<file path="src/hdl/bffd_pkg.sv">
`default_nettype none
// ============================================================================
// bffd_pkg
// Shared types and constants of the cubic B-spline displacement block.
// ============================================================================
package bffd_pkg;

    localparam int SPC_W     = 9;
    localparam int GIX_W     = 6;
    localparam int VOX_W     = 10;
    localparam int PIX_W     = 15;
    localparam int WGT_W     = 16;
    localparam int PADDR_W   = 5;
    localparam int PDATA_W   = 32;
    localparam int IQ_DEPTH  = 4;
    localparam int OQ_DEPTH  = 2;

    localparam logic [2:0] REG_SPACING_X    = 3'd0;
    localparam logic [2:0] REG_SPACING_Y    = 3'd1;
    localparam logic [2:0] REG_SPACING_Z    = 3'd2;
    localparam logic [2:0] REG_GRID_COUNT_X = 3'd3;
    localparam logic [2:0] REG_GRID_COUNT_Y = 3'd4;
    localparam logic [2:0] REG_GRID_COUNT_Z = 3'd5;

    typedef struct packed {
        logic [2:0][SPC_W-1:0] spacing;
        logic [2:0][GIX_W-1:0] cmax;
    } t_cfg;

    typedef struct packed {
        logic busy;
        logic in_pop;
        logic res_push;
    } t_bk_stat;

endpackage
`default_nettype wire

</file>
<file path="src/hdl/bffd_front.sv">
`default_nettype none
// ============================================================================
// bffd_front
// Configuration registers and intake: clamps and packs each item for the queue.
// ============================================================================
module bffd_front #(
    parameter int GRID_DIM    = 32,
    parameter int VOL_DIM     = 1024,
    parameter int SPACING_MAX = 64,
    parameter int COORD_WIDTH = 20
) (
    input  wire logic                              i_clk,
    input  wire logic                              i_rst_n,
    input  wire logic                              psel,
    input  wire logic                              penable,
    input  wire logic                              pwrite,
    input  wire logic [bffd_pkg::PADDR_W-1:0]      paddr,
    input  wire logic [bffd_pkg::PDATA_W-1:0]      pwdata,
    output logic [bffd_pkg::PDATA_W-1:0]           prdata,
    input  wire logic                              i_kind,
    input  wire logic [bffd_pkg::PIX_W-1:0]        i_point_index,
    input  wire logic signed [COORD_WIDTH-1:0]     i_point_pos_x,
    input  wire logic signed [COORD_WIDTH-1:0]     i_point_pos_y,
    input  wire logic signed [COORD_WIDTH-1:0]     i_point_pos_z,
    input  wire logic [bffd_pkg::VOX_W-1:0]        i_voxel_x,
    input  wire logic [bffd_pkg::VOX_W-1:0]        i_voxel_y,
    input  wire logic [bffd_pkg::VOX_W-1:0]        i_voxel_z,
    output logic [2+$clog2(GRID_DIM*GRID_DIM*GRID_DIM)+3*COORD_WIDTH
                  +3*bffd_pkg::VOX_W-1:0]          o_entry,
    output bffd_pkg::t_cfg                         o_cfg
);
    import bffd_pkg::*;

    localparam int PTS    = GRID_DIM * GRID_DIM * GRID_DIM;
    localparam int LIDX_W = $clog2(PTS);

    logic [6:0]       r_spc [3];
    logic [5:0]       r_cnt [3];
    logic [2:0]       reg_sel;
    logic             ld_ok;
    logic [VOX_W-1:0] vx, vy, vz;

    function automatic logic [VOX_W-1:0] clamp_vox(input logic [VOX_W-1:0] v);
        if (32'(v) > VOL_DIM - 1) begin
            return VOX_W'(VOL_DIM - 1);
        end
        return v;
    endfunction

    assign reg_sel = paddr[4:2];

    always_ff @(posedge i_clk) begin
        if (!i_rst_n) begin
            for (int a = 0; a < 3; a++) begin
                r_spc[a] <= 7'd8;
                r_cnt[a] <= 6'd32;
            end
        end else if (psel && penable && pwrite) begin
            case (reg_sel)
                REG_SPACING_X:    r_spc[0] <= pwdata[6:0];
                REG_SPACING_Y:    r_spc[1] <= pwdata[6:0];
                REG_SPACING_Z:    r_spc[2] <= pwdata[6:0];
                REG_GRID_COUNT_X: r_cnt[0] <= pwdata[5:0];
                REG_GRID_COUNT_Y: r_cnt[1] <= pwdata[5:0];
                REG_GRID_COUNT_Z: r_cnt[2] <= pwdata[5:0];
                default: ;
            endcase
        end
    end

    always_comb begin
        case (reg_sel)
            REG_SPACING_X:    prdata = 32'(r_spc[0]);
            REG_SPACING_Y:    prdata = 32'(r_spc[1]);
            REG_SPACING_Z:    prdata = 32'(r_spc[2]);
            REG_GRID_COUNT_X: prdata = 32'(r_cnt[0]);
            REG_GRID_COUNT_Y: prdata = 32'(r_cnt[1]);
            REG_GRID_COUNT_Z: prdata = 32'(r_cnt[2]);
            default:          prdata = '0;
        endcase
    end

    always_comb begin
        for (int a = 0; a < 3; a++) begin
            if (r_spc[a] == '0) begin
                o_cfg.spacing[a] = SPC_W'(1);
            end else if (32'(r_spc[a]) > SPACING_MAX) begin
                o_cfg.spacing[a] = SPC_W'(SPACING_MAX);
            end else begin
                o_cfg.spacing[a] = SPC_W'(r_spc[a]);
            end
            if (r_cnt[a] == '0) begin
                o_cfg.cmax[a] = '0;
            end else if (32'(r_cnt[a]) > GRID_DIM) begin
                o_cfg.cmax[a] = GIX_W'(GRID_DIM - 1);
            end else begin
                o_cfg.cmax[a] = r_cnt[a] - 1'b1;
            end
        end
    end

    assign ld_ok = (32'(i_point_index) < PTS);
    assign vx    = clamp_vox(i_voxel_x);
    assign vy    = clamp_vox(i_voxel_y);
    assign vz    = clamp_vox(i_voxel_z);

    assign o_entry = {i_kind, ld_ok, LIDX_W'(i_point_index),
                      i_point_pos_x, i_point_pos_y, i_point_pos_z, vx, vy, vz};

endmodule
`default_nettype wire

</file>
<file path="config.mk">
export PLATFORM = sky130hd
export DESIGN_NAME = bffd_front
export DESIGN_NICKNAME = d
export VERILOG_FILES = /design/src/hdl/bffd_pkg.sv /design/src/hdl/bffd_front.sv
export SDC_FILE = /design/constraint.sdc
export NUM_CORES = 1
export LEC_CHECK = 0
export ABC_AREA = 1
export BUFFER_PORTS_ARGS = -buffer_cell sky130_fd_sc_hd__clkbuf_2
export CAP_MARGIN = 10
export CORE_AREA = 4 4 126 128
export CTS_BUF_LIST = sky130_fd_sc_hd__clkbuf_16
export CTS_CLUSTER_DIAMETER = 200
export DETAILED_ROUTE_END_ITERATION = 7
export DIE_AREA = 0 0 130 132
export PLACE_DENSITY_LB_ADDON = 0.1
export SYNTH_ARGS = -nofsm -noshare
export SYNTH_HDL_FRONTEND = slang
export SYNTH_SLANG_ARGS = --single-unit
</file>
<file path="constraint.sdc">
create_clock -name i_clk -period 3.7 [get_ports i_clk]
set_input_delay 0.185 -clock i_clk [delete_from_list [all_inputs] [get_ports i_clk]]
set_output_delay 0.185 -clock i_clk [all_outputs]
set_load 0.02 [all_outputs]
</file>
== After elaboration in Yosys (flattened, before gate mapping) ==
Memories as Yosys holds them, arrays and structs flattened.
Cells that the tools add are included.

* Word-level logic and storage cells: 75
* Memories: 2
* Memory bits (writable): 39
* Input bits: 148
* Flip-flop bits (word level): 0

{| class="wikitable"
|+ Memory list
! name !! words !! width !! rd ports !! clocked after memory_dff !! write ports !! RTL line !! RTL
|-
| r_spc || 3 || 7 || 3 || 0 || 3 || bffd_front.sv:37 || <nowiki>logic [6:0] r_spc [3];</nowiki>
|-
| r_cnt || 3 || 6 || 3 || 0 || 3 || bffd_front.sv:38 || <nowiki>logic [5:0] r_cnt [3];</nowiki>
|}

* Magnitude comparators: 6
* Bitwise gates (word level): 6
* Add/subtract/negate cells: 3
* Reduce and logical (&&, ||, !) cells: 9
* Mux-type cells: 44
* Eq/ne operators: 5

{| class="wikitable"
|+ Operators with widths
! kind !! number
|-
| 7-bit two-way mux || 9
|-
| 6-bit two-way mux || 9
|-
| 7-bit one-hot mux with 6 select lines || 1
|-
| 1-bit two-way mux || 25
|-
| 7-bit > comparator, second input constant || 3
|-
| 7-bit logical NOT || 3
|-
| 6-bit > comparator, second input constant || 3
|-
| 6-bit logical NOT || 3
|-
| 6-bit by 1-bit subtractor with 6-bit output, second input constant || 3
|-
| 3-bit by 2-bit equality test with 1-bit output, second input constant || 2
|-
| 3-bit equality test, second input constant || 2
|-
| 1-bit OR || 6
|-
| 3-bit by 1-bit equality test with 1-bit output, second input constant || 1
|-
| 3-bit logical NOT || 1
|-
| 1-bit logical AND || 2
|}

== Longest topological paths before layout ==
* Depth after elaboration: 6
* Gate-level depth with buffers: 8

== Worst setup path before layout ==
Ideal clock, no wire load.

* Path type: input to register
* From: input paddr[4] (netlist bit)
* To: memory r_spc[0][0] (enable)
* Path buffers: 2
* Data arrival time: 1194 ps
* Cell stages on the path: 5
* Library setup time: 381 ps
* Path slack: 2126 ps
* Required time: 3319 ps
* Path through: buf_4 nor2_4 buf_6 nand2_2 o21ai_0

{| class="wikitable"
|+ RTL lines
! item !! RTL line !! RTL
|-
| start, declared || bffd_front.sv:17 || <nowiki>input wire logic [bffd_pkg::PADDR_W-1:0] paddr,</nowiki>
|-
| end, declared || bffd_front.sv:37 ||
|}

==> flow_metrics.py <==
metrics = {
    "run_status": {
        "outcome": "complete, no violations",
    },
    "clock_tree": {
        "postCtsSetupRepairBufs": 0,
        "clkTransAtPathRegs_ns": 0.06,
        "cts_max_level": 2,
        "cts_tree": "built",
        "cts_resized": 0,
        "holdBufCountCts": 0,
        "root_buffer": "clkbuf_16",
        "cts_made_buffers": 5,
        "clockBufferDepth": 2,
        "cts.sinks": 39,
    },
    "yosys": {
        "synth_xor_area_share_pct": 0.750,
        "ys_types": 25,
        "synthMuxAreaShare_pct": 0,
        "synth_commonest_cells": "buf_4, nor2_1, nand2_1",
        "synth-compound-area-share_pct": 5.03,
        "yosysWarnings": 0,
        "syn-cell-area_mm2": 0.00350,
        "synth_enable_flop_cells": 39,
        "synthCells": 457,
        "synth_top_family_by_area": "buffers and inverters",
        "synth_seq_cells": 39,
        "yosysMostFrequentCell": "buf_4",
        "synth_area_leaders": "edfxtp_1, buf_4, nor2_1, nand2_1, inv_1",
        "synthFlopType": "edfxtp_1",
        "yosysTopAreaCell": "edfxtp_1",
        "synth_adder_area_share_pct": 2.14,
        "synth_area_per_cell_um2": 7.67,
        "synth-seq-area-share_pct": 33.4,
        "synthSimpleGateAreaFrac_pct": 22.2,
        "postSynth.asyncResetShare_pct": 0,
        "synth_top_area_share_pct": 33.4,
    },
    "global_route": {
        "gr-total-overflow": 0,
        "grt_pass1_vias": 2522,
        "grt_first_pass_wirelength_um": 16400,
        "grt.total_usage_pct": 13.1,
        "antenna_found_initial": 0,
        "grt_max_degree": 21,
    },
    "sta": {
        "finalSetupViolations": 0,
        "finalMaxSlewViolations": 0,
        "fmax_ghz": 0.505,
        "hold_viol": 0,
        "hold_ws_ns": 0.261,
        "rsz0062_at_grt": "false",
        "slew_headroom_pct": 37.3,
        "worst_pin_slew_ns": 0.930,
        "period_needed_ns": 1.98,
        "post-route-period-util_pct": 53.6,
        "fin_tns_setup_ns": 0,
    },
    "route": {
        "vias": 2472,
        "routedWlPerCell_um": 19.6,
        "wl_um": 11700,
        "drc": 0,
        "drtPass1Iterations": 4,
        "drt_iter0_drc": 112,
        "vias_per_cell": 4.15,
        "antenna_left": 0,
    },
    "critical_path": {
        "required_ns": 3.51,
        "crit_top_cell": "inv_1",
        "worst-setup-path-type": "register to output port",
        "cp_cell_sequence": "inv_1, ha_1, inv_1, nor2_1, nand2_1, nor2_2, o21ai_0, clkbuf_2",
        "cp.arrival_ns": 1.80,
        "slowest_stage": "edfxtp_1",
        "critPathMaxStageDelay_ns": 0.43,
        "endpoint_kind": "output port",
        "path_buf_inv": 3,
        "path_max_fanout": 6,
        "critPathTopFamily": "flip-flops",
        "cp-startpoint": "r_cnt[0][6]",
        "start_kind": "register",
    },
    "floorplanning": {
        "die-area_mm2": 0.0172,
        "die_y_um": 132,
        "num_rows": 45,
        "die_w_um": 130,
        "ios": 332,
        "coreArea_mm2": 0.0149,
        "start_util_pct": 23.6,
    },
    "power_and_ir_drop": {
        "power_mw": 1.28,
        "ir_drop_mv": 0.157,
        "leakagePower_nw": 1.57,
        "p_per_area_mw_per_mm2": 395,
    },
    "cells_and_area": {
        "antenna_cells": 0,
        "syn2layout_area_growth_pct": -7.75,
        "layout.nets": 561,
        "drive_gt1_share_pct": 18.9,
    },
    "hold_path": {
        "hold_class": "primary input to register",
        "min_from": "pwdata[6]",
    },
    "place": {
        "io_buffers": 60,
        "dp_hpwl_um": 10200,
        "gp_congestion": 0.790,
    },
    "flow_run": {
        "max_cap_viol_count": 0,
    },
}
-- worst paths after layout --
path	endpoint	depth (start not counted)
min	r_spc[0][13]	3
max	o_cfg[6]	8
-- area by class of cell --
class                           instances  area (µm²)
Timing Repair Buffer                   62         315
Tap cell                              188         235
Clock buffer                            5         125
Clock inverter                          3        38.8
Multi-Input combinational cell        253        1170
Inverter                               46         173
Fill cell                            1688       11600
Sequential cell                        39        1170
-- logic make-up (layout without fill, tap and decap cells) --
| group | count (synthesis) | count (layout) |
|---|---|---|
| buffers and inverters | 195 | 116 |
| AO/OA/AOI/OAI | 32 | 32 |
| flip-flops | 39 | 39 |
| other | 2 | 32 |
| XOR/XNOR | 3 | 3 |
| AND/OR/NAND/NOR | 180 | 180 |
| adder cells (fa/ha/maj) | 6 | 6 |
-- sequential cells by signal (all words and copies together), names as in the netlist --
register,cells
r_cnt,18
r_spc,21
-- through the flow --
| step | area, µm² | util (%) | instances | worst slack (ns) |
|---|---|---|---|---|
| final | 3230 | 21.8 | 596 | 1.72 |
| after CTS | 3230 | 21.8 | 596 | 1.68 |
| after detailed placement | 3070 | 20.6 | 588 | 1.61 |
| after global placement | 3070 | 20.6 | 588 | 1.60 |
| after global routing | 3230 | 21.8 | 596 | 1.51 |
| after floorplan | 3620 | - | 487 | 2.13 |
-- where the power goes --
part	switching (mW)	total [mW]	internal, mW
clock network	0.166	0.481	0.314
registers	0.0330	0.547	0.514
logic	0.183	0.251	0.0682
total	0.382	1.28	0.897
-- cells in the final DEF (no fill, tap or decap) --
cell	synthesis	final
nor2_1	67	67
nand2_1	64	64
clkbuf_2	0	60
inv_1	45	45
edfxtp_1	39	39
conb_1	2	32
nand3_1	27	27
o21ai_0	20	20
nand4_1	14	14
a21oi_1	6	6
ha_1	6	6
clkbuf_16	0	5
xnor2_1	3	3
nor2_2	3	3
nor2_4	2	2
nand3b_1	2	2
o21bai_1	2	2
buf_4	141	2
inv_2	1	1
nand2_2	1	1
a21boi_0	1	1
o31ai_1	1	1
o21ai_2	1	1
o211ai_1	1	1
clkinv_1	0	1
bufinv_16	0	1
clkinv_2	0	1
-- metal layers --
layer	global-route usage (%)	part of all wire, %	vias up
met5	3.82	0.79	-
met4	3.81	1.6	2
met1	13.8	35	1126
met2	21.9	49	139
met3	7.33	14	20
li1	-	-	1185
Power figures use the tool's default switching activity.
