<file path="src/hdl/bffd_fifo.sv">
`default_nettype none
// ============================================================================
// bffd_fifo
// Small register queue between the front, the back and the result side.
// ============================================================================
module bffd_fifo #(
    parameter int WIDTH = 8,
    parameter int DEPTH = 4
) (
    input  wire logic             i_clk,
    input  wire logic             i_rst_n,
    input  wire logic             i_push,
    input  wire logic [WIDTH-1:0] i_wdata,
    output logic                  o_full,
    input  wire logic             i_pop,
    output logic [WIDTH-1:0]      o_rdata,
    output logic                  o_empty
);
    localparam int PTR_W = (DEPTH > 1) ? $clog2(DEPTH) : 1;
    localparam int CNT_W = $clog2(DEPTH + 1);

    logic [WIDTH-1:0] r_mem [DEPTH];
    logic [PTR_W-1:0] r_wptr, r_rptr;
    logic [CNT_W-1:0] r_cnt;
    logic             push_ok, pop_ok;

    assign o_full  = (r_cnt == CNT_W'(DEPTH));
    assign o_empty = (r_cnt == '0);
    assign push_ok = i_push && !o_full;
    assign pop_ok  = i_pop && !o_empty;
    assign o_rdata = r_mem[r_rptr];

    always_ff @(posedge i_clk) begin
        if (!i_rst_n) begin
            r_wptr <= '0;
            r_rptr <= '0;
            r_cnt  <= '0;
        end else begin
            if (push_ok) begin
                r_wptr <= (r_wptr == PTR_W'(DEPTH - 1)) ? '0 : r_wptr + 1'b1;
            end
            if (pop_ok) begin
                r_rptr <= (r_rptr == PTR_W'(DEPTH - 1)) ? '0 : r_rptr + 1'b1;
            end
            if (push_ok && !pop_ok) begin
                r_cnt <= r_cnt + 1'b1;
            end else if (pop_ok && !push_ok) begin
                r_cnt <= r_cnt - 1'b1;
            end
        end
    end

    always_ff @(posedge i_clk) begin
        if (push_ok) begin
            r_mem[r_wptr] <= i_wdata;
        end
    end

endmodule
`default_nettype wire

</file>
<file path="config.mk">
export PLATFORM = sky130hd
export DESIGN_NAME = bffd_fifo
export DESIGN_NICKNAME = d
export VERILOG_FILES = /design/src/hdl/bffd_fifo.sv
export SDC_FILE = /design/constraint.sdc
export NUM_CORES = 1
export LEC_CHECK = 0
export BUFFER_PORTS_ARGS = -buffer_cell sky130_fd_sc_hd__buf_2
export CAP_MARGIN = 10
export CORE_MARGIN = 2
export CORE_UTILIZATION = 59
export CTS_BUF_LIST = sky130_fd_sc_hd__clkbuf_4 sky130_fd_sc_hd__clkbuf_8 sky130_fd_sc_hd__clkbuf_16
export CTS_CLUSTER_DIAMETER = 150
export DETAILED_ROUTE_END_ITERATION = 16
export PLACE_DENSITY = 0.9
export REMOVE_ABC_BUFFERS = 1
export SYNTH_ARGS = -nofsm -noshare
export SYNTH_HDL_FRONTEND = slang
export SYNTH_SLANG_ARGS = --single-unit
</file>
<file path="constraint.sdc">
create_clock -name i_clk -period 6.1 [get_ports i_clk]
set_clock_uncertainty 0.15 [all_clocks]
set_input_delay 1.22 -clock i_clk [delete_from_list [all_inputs] [get_ports i_clk]]
set_output_delay 1.22 -clock i_clk [all_outputs]
set_load 0.05 [all_outputs]
</file>
# ---- Yosys cells after proc, flatten, opt, wreduce, memory -nomap -nowiden
# Memories as Yosys holds them, arrays and structs flattened. A register that Yosys moved wholly into a read port is not among the register bits.
# Cells that the tools add are included.
dict set report totals {
  in_bits 12
  regBits 7
  ram_bits 32
  mem_count 1
  output_inout_bits 10
  wordCells 29
}
# name depth word_bits read_ports rd_clocked_by_memory_dff wr line_no
set memory_table {}
lappend memory_table {r_mem 4 8 1 1 1 22} ;# logic [WIDTH-1:0] r_mem [DEPTH];
dict set report op_classes {
  addsub 4
  n_eq_ne 3
  mux 8
  n_reduce_logical 10
}
# cell n
set op_table {}
lappend op_table {{$mux 2} 4}
lappend op_table {{$mux 3} 2}
lappend op_table {{$add 2x1->2 const B} 2}
lappend op_table {{$eq 2x2->1 const B} 2}
lappend op_table {{$logic_and 1x1->1} 4}
lappend op_table {{$logic_not 1->1} 4}
lappend op_table {{$add 3x1->3 const B} 1}
lappend op_table {{$eq 3x3->1 const B} 1}
lappend op_table {{$logic_not 3->1} 1}
lappend op_table {{$sub 3x1->3 const B} 1}
lappend op_table {{$mux 1} 2}
lappend op_table {{$reduce_bool 2->1} 1}

# ---- Logic depth before layout (Yosys ltp)
# Gate-level depths: netlist of the first run.
dict set report logic_depth {
  depth_word 7
  mapped_depth 9
  depth_no_buf 8
}

# ---- Worst setup path before layout of the first run
# Ideal clock, no wire load.
dict set report synth_path {
  path_type {in2reg}
  from {in i_push}
  to {reg r_cnt[2]}
  n_path_buf 1
  arrival_ps 2646
  stages 8
  setup_ps 76
  path_slack_ps 3229
  t_required_ps 5874
  cell_sequence {nor2b_1 -> buf_2 -> ha_1 -> inv_1 -> fa_1 -> xor2_1 -> or3_1 -> a21boi_0}
}
dict set report synth_via {
  elab_chain_len 4
  word_cells_on_any_way 6
  cone_classes {mux: 1; reduce/logical: 5}
}
# item line_no
set synth_rtl {}
lappend synth_rtl {{from (decl)} 12} ;# input wire logic i_push,
lappend synth_rtl {{$logic_and 1x1->1 *} 29} ;# assign push_ok = i_push && !o_full;
lappend synth_rtl {{via push_ok} 25} ;# logic push_ok, pop_ok;
lappend synth_rtl {{$logic_not 1->1} 47} ;# end else if (pop_ok && !push_ok) begin
lappend synth_rtl {{$logic_and 1x1->1} 47}
lappend synth_rtl {{$reduce_bool 2->1 (no line)} -}
lappend synth_rtl {{to (signal assigned)} 46} ;# r_cnt <= r_cnt + 1'b1;
lappend synth_rtl {{to (signal assigned)} 48} ;# r_cnt <= r_cnt - 1'b1;
lappend synth_rtl {{to (decl)} 24} ;# logic [CNT_W-1:0] r_cnt;
# The timed path passes the listed nets; every way through them passes the cells marked *.
# A chain may end at the register's enable or synchronous reset.

==> results of run 1 <==
## power by group through the flow
stage,Combinational (uW),Sequential [uW],Clock [uW]
5_1_grt,286,389,144
3_5_place_dp,269,390,0
4_1_cts,269,383,134
6_report,268,382,132
2_1_floorplan,219,378,0
3_3_place_gp,261,385,0
## cell families after synthesis
logic type | synth area share
muxes | 0.129
adders and majority gates | 0.0583
xor gates and xnor gates | 0.0107
DFF | 0.700
AOI/OAI and AO/OA | 0.0184
buffers and inverters | 0.0176
and+or+nand+nor | 0.0660
## cells in the mapped netlist, types with 2 or more instances
master,n,area [sq um]
and2_1,5,31.3
buf_2,2,10.0
dfxtp_1,9,180
edfxtp_1,32,961
ha_1,6,75.1
inv_1,3,11.3
mux2i_1,3,30.0
mux4_2,8,180
nand2_1,6,22.5
nand3_1,2,10.0
nor2_1,2,7.51
nor2b_1,2,12.5
o21ai_0,3,15.0
## state kept, by name (all words and copies together) (netlist names), named ones only
name	cells
r_mem	32
r_wptr	2
r_cnt	3
r_rptr	2
## metal layers
| layer | vias to the layer above | routed length (um) |
|---|---|---|
| li1 | 400 | - |
| met1 | 396 | 1080 |
| met2 | 28 | 1200 |
| met3 | 11 | 124 |
| met4 | 0 | 86 |
| met5 | - | 0 |
## area by class of cell
type / instances / area (sq um)
Inverter: 3 / 11.3
Multi-Input combinational cell: 45 / 460
Clock buffer: 7 / 52.6
Tap cell: 31 / 38.8
Fill cell: 176 / 873
Timing Repair Buffer: 21 / 105
Sequential cell: 41 / 1140
Clock inverter: 1 / 3.75
## worst reg2reg max path: stages, from the launching register on
cell and delay, ns:
dfxtp_1 0.39, o31ai_1 0.54, ha_1 0.29, inv_1 0.06, fa_1 0.37, xor2_1 0.16
or3_1 0.30, a21boi_0 0.21
## through the flow
| stage | total power, uW | std cells | hold WS, ns |
|---|---|---|---|
| finish | 782 | 149 | 0.377 |
| global route | 819 | 149 | 0.412 |
| CTS | 786 | 149 | 0.380 |
| detailed placement | 659 | 141 | 0.366 |
| global placement | 646 | 141 | 0.331 |
| floorplan | 597 | 89 | 0.318 |
## worst max-delay path by stage
stage / startpoint / endpoint / slack (ns) / cells past startpoint
after global placement: i_push / r_cnt[2]$_SDFFE_PN0P_ / 2.96 / 8
final: flip-flop / o_rdata[1] / 2.90 / 2
after detailed placement: i_push / r_cnt[2]$_SDFFE_PN0P_ / 2.82 / 8
after floorplan: i_push / r_cnt[2]$_SDFFE_PN0P_ / 3.10 / 7
after CTS: flip-flop / o_rdata[1] / 2.84 / 2
after global routing: flip-flop / o_rdata[1] / 2.79 / 2
==> impl_results.md, run 1 <==
- Worst-path clk slew: 0.10 ns
- Total GRT Usage: 0.180
- Fin. max-slew vios: 0
- Busiest grt layer: met2
- Final WS setup: 2.90 ns
- Startpoint types: flip-flop
- Synth Register Bits: 41
- P_int: 491 uW
- Setup repair bufs after CTS: 0
- Die X: 56.6 um
- H-tree levels: 2
- Max Cap Violations: 0
- Hold Crit Start: r_wptr[1]$_SDFFE_PN0P_
- Root Buffer: clkbuf_4
- GPL Wtd Cong: 0.701
- Global-route wire length before repair: about 4100 um
- Met1 Usage GRT: 0.218
- Syn Inst Count: slightly above 90
- Ys flop type: edfxtp_1
- Met2 usage: 0.279
- Critical path peak fanout: 8
- Antenna-violating nets left: 0
- Worst setup EP type: output port
- Worst Tran Pin Value: 0.571 ns
- Std cell rows: 19
- DR DRC count: 0
- Worst hold path depth: 2
- Setup tns final: 0 ns
- Total wire length: 2490 um
- Area Overhead vs Synth: 11.2%
- Setup CP Type: reg -> out
- WL/cell: 16.7 um
- Initial DRC count: 23
- Reg2reg path depth: 7
- Switching share of total power: 0.372
- Final instance area: about 0.0018 sq mm
- Worst path max stage delay: 0.68 ns
- # nets final: between 100 and 150
- Commonest non-fill, non-tap cell in the layout: edfxtp_1
- Yosys warning count: 0
- CTS tree: done
- Finish-stage setup viols: 0
- Pin count of the biggest net entering global routing: 13
- Hold EP: r_wptr[1]$_SDFFE_PN0P_
- Initial core utilization: 0.607
- CP Cell Sequence: mux4_2, buf_2
- CTS Buf Count: 5
- Avg Vias per Cell: 5.60
- Die area: 0.00320 sq mm
- Via count: 835
- Clock sinks: just over 40
- # port buffers: 21
- Layout cells sized above 1: 0.314
- Total grt overflow: 0
- Most frequent cells in the layout: 32 x edfxtp_1, 21 x buf_2, 9 x dfxtp_1, 8 x mux4_2, 7 x clkbuf_4
- Sequential area share after synthesis: 0.700
- Post-synth ARST share: 0
- Post-Syn Area: 0.00163 sq mm
- Pleak: 0.000666 uW
- Vert. Die Dim: 56.6 um
- CP arrival: 1.83 ns
- Family with the most delay on the worst path: flip-flops
- Power Dens Cells: 431 mW/mm^2
- CP required: 4.73 ns
- EDFF count, synth: 32
- Max Root-Sink Buffers: 2
- Worst R2R End: r_cnt[2]$_SDFFE_PN0P_
- # diodes: 0
- Crit path buffers/inverters: 1
- HP Class: reg -> reg
- Vias in the first global route: ~840
- Hpwl dp: between 1500 and 2000 um
- Post-CTS Hold Buffers: 0
- Yosys cell types: 23
- Met3 usage: 0.0553
- Maximum VDD drop: between 0.0003 and 0.0004 V
- DRT Pass-1 Iters: 4
- Cell at the slowest stage of the critical path: dfxtp_1
- Clock Latency Late Sink: 0.33 ns
- R2R Setup Slk: 3.55 ns
- Core area: 0.00269 sq mm
- Achievable Freq: 312 MHz
- RSZ-0062 raised after global routing: false
- Status: finished clean
- Reg-to-Reg Start: r_cnt[0]$_SDFFE_PN0P_
- Fin util: 0.675
- Boundary Pins: 22
- DP Worst Slack: approximately 2.8 ns
- Post_cts resized: 0
- Fin. Hold Viols: 0
- Net Switching: 291 uW
- Combinational power share: 0.342
- Period minus WS final: 3.20 ns
- Avg Inst Size Synth: 17.5 sq um
- Clk network pwr share: 0.169
- Final worst-path cycle share: 0.525
- Slew headroom: 0.616
- Sequential Power Share: 0.489
- Initial antenna violation count: 0
- DP Area: 0.00176 sq mm
Power figures use the tool's default switching activity.
==> run 2, diff against run 1 <==
- CORE_UTILIZATION: 59 -> 50
- PLACE_DENSITY: 0.9 -> 0.83
- clock period: 6.1 -> 2.8 ns (I/O delays scaled with it)
==> run 2 against run 1 <==
Against the previous run: final cell count grew 9.4%; register-to-register slack lost 3.2 ns; worst setup slack got worse by 2.6 ns; utilization is 7.9 points lower; global-route usage down 2.4 points; critical path type unchanged; die area up 17%; sequential cell count unchanged; clock power is 110% higher; critical endpoint is now o_rdata[6]; final area up 1.2%; total power grew 120%; combinational power increased by 120%; non-clock buffer count is 1 higher.
==> impl_results.md, run 2 (same netlist as run 1, synthesis figures left out) <==
- Status: finished clean (unchanged)
- Total GRT Usage: 0.156 (was 0.180)
- Hold EP: r_mem[0][2]$_DFFE_PP_ (was r_wptr[1]$_SDFFE_PN0P_)
- Vert. Die Dim: 61.1 um (was 56.6 um)
- Total grt overflow: 0 (unchanged)
- CP required: 2.09 ns (was 4.73 ns)
- Initial DRC count: 13 (was 23)
- Worst path max stage delay: 0.67 ns (was 0.68 ns)
- Max Cap Violations: 0 (unchanged)
- Die area: 0.00373 sq mm (was 0.00320 sq mm)
- Reg2reg path depth: 7 (unchanged)
- Startpoint types: flip-flop (unchanged)
- Fill count: 242 (was 176)
- WL/cell: 15.3 um (was 16.7 um)
- Critical path peak fanout: 8 (unchanged)
- # diodes: 0 (unchanged)
- Net Switching: 639 uW (was 291 uW)
- Reg-to-Reg Start: r_cnt[1]$_SDFFE_PN0P_ (was r_cnt[0]$_SDFFE_PN0P_)
- Avg Vias per Cell: 5.10 (was 5.60)
- # nets final: 137 (was 136)
- DR DRC count: 0 (unchanged)
- Layout cells sized above 1: 0.328 (was 0.314)
- Root Buffer: clkbuf_4 (unchanged)
- Commonest non-fill, non-tap cell in the layout: edfxtp_1 (unchanged)
- Area Overhead vs Synth: 12.6% (was 11.2%)
- Setup repair bufs after CTS: 0 (unchanged)
- Via count: 832 (was 835)
- Achievable Freq: 399 MHz
- Setup CP Type: reg -> out (unchanged)
- Period minus WS final: 2.50 ns
- Worst R2R End: r_cnt[2]$_SDFFE_PN0P_ (unchanged)
- Clock Latency Late Sink: 0.33 ns (about the same)
- Initial antenna violation count: 0 (unchanged)
- Worst Tran Pin Value: 0.529 ns (was 0.571 ns)
- CP Cell Sequence: mux4_2, buf_2 (unchanged)
- DRT Pass-1 Iters: 4 (unchanged)
- Post-CTS Hold Buffers: 0 (unchanged)
- Power Dens Cells: 928 mW/mm^2 (was 431 mW/mm^2)
- Global-route wire length before repair: 4010 um (was 4070 um)
- Clock sinks: 41 (unchanged)
- Switching share of total power: 0.375 (was 0.372)
- Combinational power share: 0.349 (was 0.342)
- Fin. Hold Viols: 0 (unchanged)
- # port buffers: 21 (unchanged)
- Finish-stage setup viols: 0 (unchanged)
- Pleak: 0.000672 uW (was 0.000666 uW)
- Maximum VDD drop: 0.000643 V (was 0.000372 V)
- Fin. max-slew vios: 0 (unchanged)
- Hold Crit Start: i_wdata[2] (was r_wptr[1]$_SDFFE_PN0P_)
- R2R Setup Slk: 0.32 ns (was 3.55 ns)
- Worst setup EP type: output port (unchanged)
- Boundary Pins: 22 (unchanged)
- Crit path buffers/inverters: 1 (unchanged)
- GPL Wtd Cong: 0.645 (was 0.701)
- Pin count of the biggest net entering global routing: 13 (unchanged)
- Cell at the slowest stage of the critical path: dfxtp_1 (unchanged)
- Initial core utilization: 0.530 (was 0.607)
- CTS Buf Count: 5 (unchanged)
- Total wire length: 2490 um (about the same)
- Antenna-violating nets left: 0 (unchanged)
- Core area: 0.00308 sq mm (was 0.00269 sq mm)
- Max reg flops: 32 (unchanged)
- Hold Worst Slack: 0.286 ns (was 0.377 ns)
- CP arrival: 1.79 ns (was 1.83 ns)
- Family with the most delay on the worst path: flip-flops (unchanged)
- P_int: 1060 uW (was 491 uW)
- Std cell rows: 20 (was 19)
- Vias in the first global route: 879 (was 835)
- Die X: 61.1 um (was 56.6 um)
- Setup tns final: 0 ns (unchanged)
- CTS tree: done (unchanged)
- Most frequent cells in the layout: 32 x edfxtp_1, 21 x buf_2, 9 x dfxtp_1, 8 x mux4_2 (was 32 x edfxtp_1, 21 x buf_2, 9 x dfxtp_1, 8 x mux4_2, 7 x clkbuf_4)
- Final worst-path cycle share: 0.894
- HP Class: in -> reg (was reg -> reg)
- Max Root-Sink Buffers: 2 (unchanged)
- Top Registers: r_mem (32), r_cnt (3) (unchanged)
- Hpwl dp: 1730 um (was 1710 um)
- Worst-path clk slew: 0.12 ns (was 0.10 ns)
- RSZ-0062 raised after global routing: false (unchanged)
- Post_cts resized: 0 (unchanged)
- Slew headroom: 0.644 (was 0.616)
- H-tree levels: 2 (unchanged)
- Reg with most FFs: r_mem (unchanged)
- Sequential Power Share: 0.486 (was 0.489)
- Worst hold path depth: 1 (was 2)
- Clk network pwr share: 0.165 (was 0.169)
==> run 2: layout make-up <==
| cell class | count | area (sq um) | share of cell area |
|---|---|---|---|
| flip-flops and latches | 41 | 1140 | 0.622 |
| multi-input cells | 45 | 460 | 0.251 |
| inverters | 3 | 11.3 | 0.00613 |
| well taps | 44 | 55.1 | 0.0300 |
| clock buffers | 6 | 45.0 | 0.0245 |
| repair buffers | 22 | 113 | 0.0613 |
| clock inverters | 2 | 10.0 | 0.00545 |
==> run 2: per-stage QoR <==
| stage | instances | util | setup slack, ns | total power, uW | instance area, sq um |
|---|---|---|---|---|---|
| 2_1_floorplan | 89 | - | 0.249 | 1300 | 1610 |
| 3_3_place_gp | 155 | 0.578 | 0.488 | 1420 | 1780 |
| 3_5_place_dp | 155 | 0.578 | 0.327 | 1440 | 1780 |
| 4_1_cts | 163 | 0.596 | 0.221 | 1730 | 1840 |
| 5_1_grt | 163 | 0.596 | 0.0873 | 1800 | 1840 |
| 6_report | 163 | 0.596 | 0.296 | 1700 | 1840 |
==> run 2: worst max-delay path by stage <==
stage                     startpoint                     to  slack [ns]  cells after the start
4_1_cts                    flip-flop             o_rdata[6]        0.22                      2
2_1_floorplan  r_cnt[1]$_SDFFE_PN0P_  r_cnt[2]$_SDFFE_PN0P_        0.25                      8
5_1_grt        r_cnt[1]$_SDFFE_PN0P_  r_cnt[2]$_SDFFE_PN0P_        0.09                      7
3_3_place_gp   r_cnt[0]$_SDFFE_PN0P_  r_cnt[2]$_SDFFE_PN0P_        0.49                      7
6_report                   flip-flop             o_rdata[6]        0.30                      2
3_5_place_dp   r_cnt[0]$_SDFFE_PN0P_  r_cnt[2]$_SDFFE_PN0P_        0.33                      7
==> run 2: worst reg2reg max path: stages, from the launching register on <==
cell and delay [ns]:
dfxtp_1 0.38, o31ai_1 0.51, ha_1 0.29, inv_1 0.06, fa_1 0.39, xor2_1 0.17, or3_1 0.31, a21boi_0 0.15
==> run 2: per-layer routing <==
layer | GRT usage | up-vias | wire, um | share of wire
li1 | - | 398 | - | -
met1 | 0.171 | 412 | 997 | 0.40
met2 | 0.275 | 20 | 1370 | 0.55
met3 | 0.0420 | 2 | 116 | 0.047
met4 | 0.0839 | 0 | 12 | 0.0048
met5 | 0 | - | 0 | 0
==> run 2: power by group through the flow <==
| stage | combinational [uW] | sequential [uW] | clock, uW |
|---|---|---|---|
| 3_3_place_gp | 577 | 838 | 0 |
| 2_1_floorplan | 478 | 823 | 0 |
| 3_5_place_dp | 597 | 846 | 0 |
| 4_1_cts | 602 | 832 | 293 |
| 6_report | 595 | 828 | 280 |
| 5_1_grt | 647 | 844 | 314 |
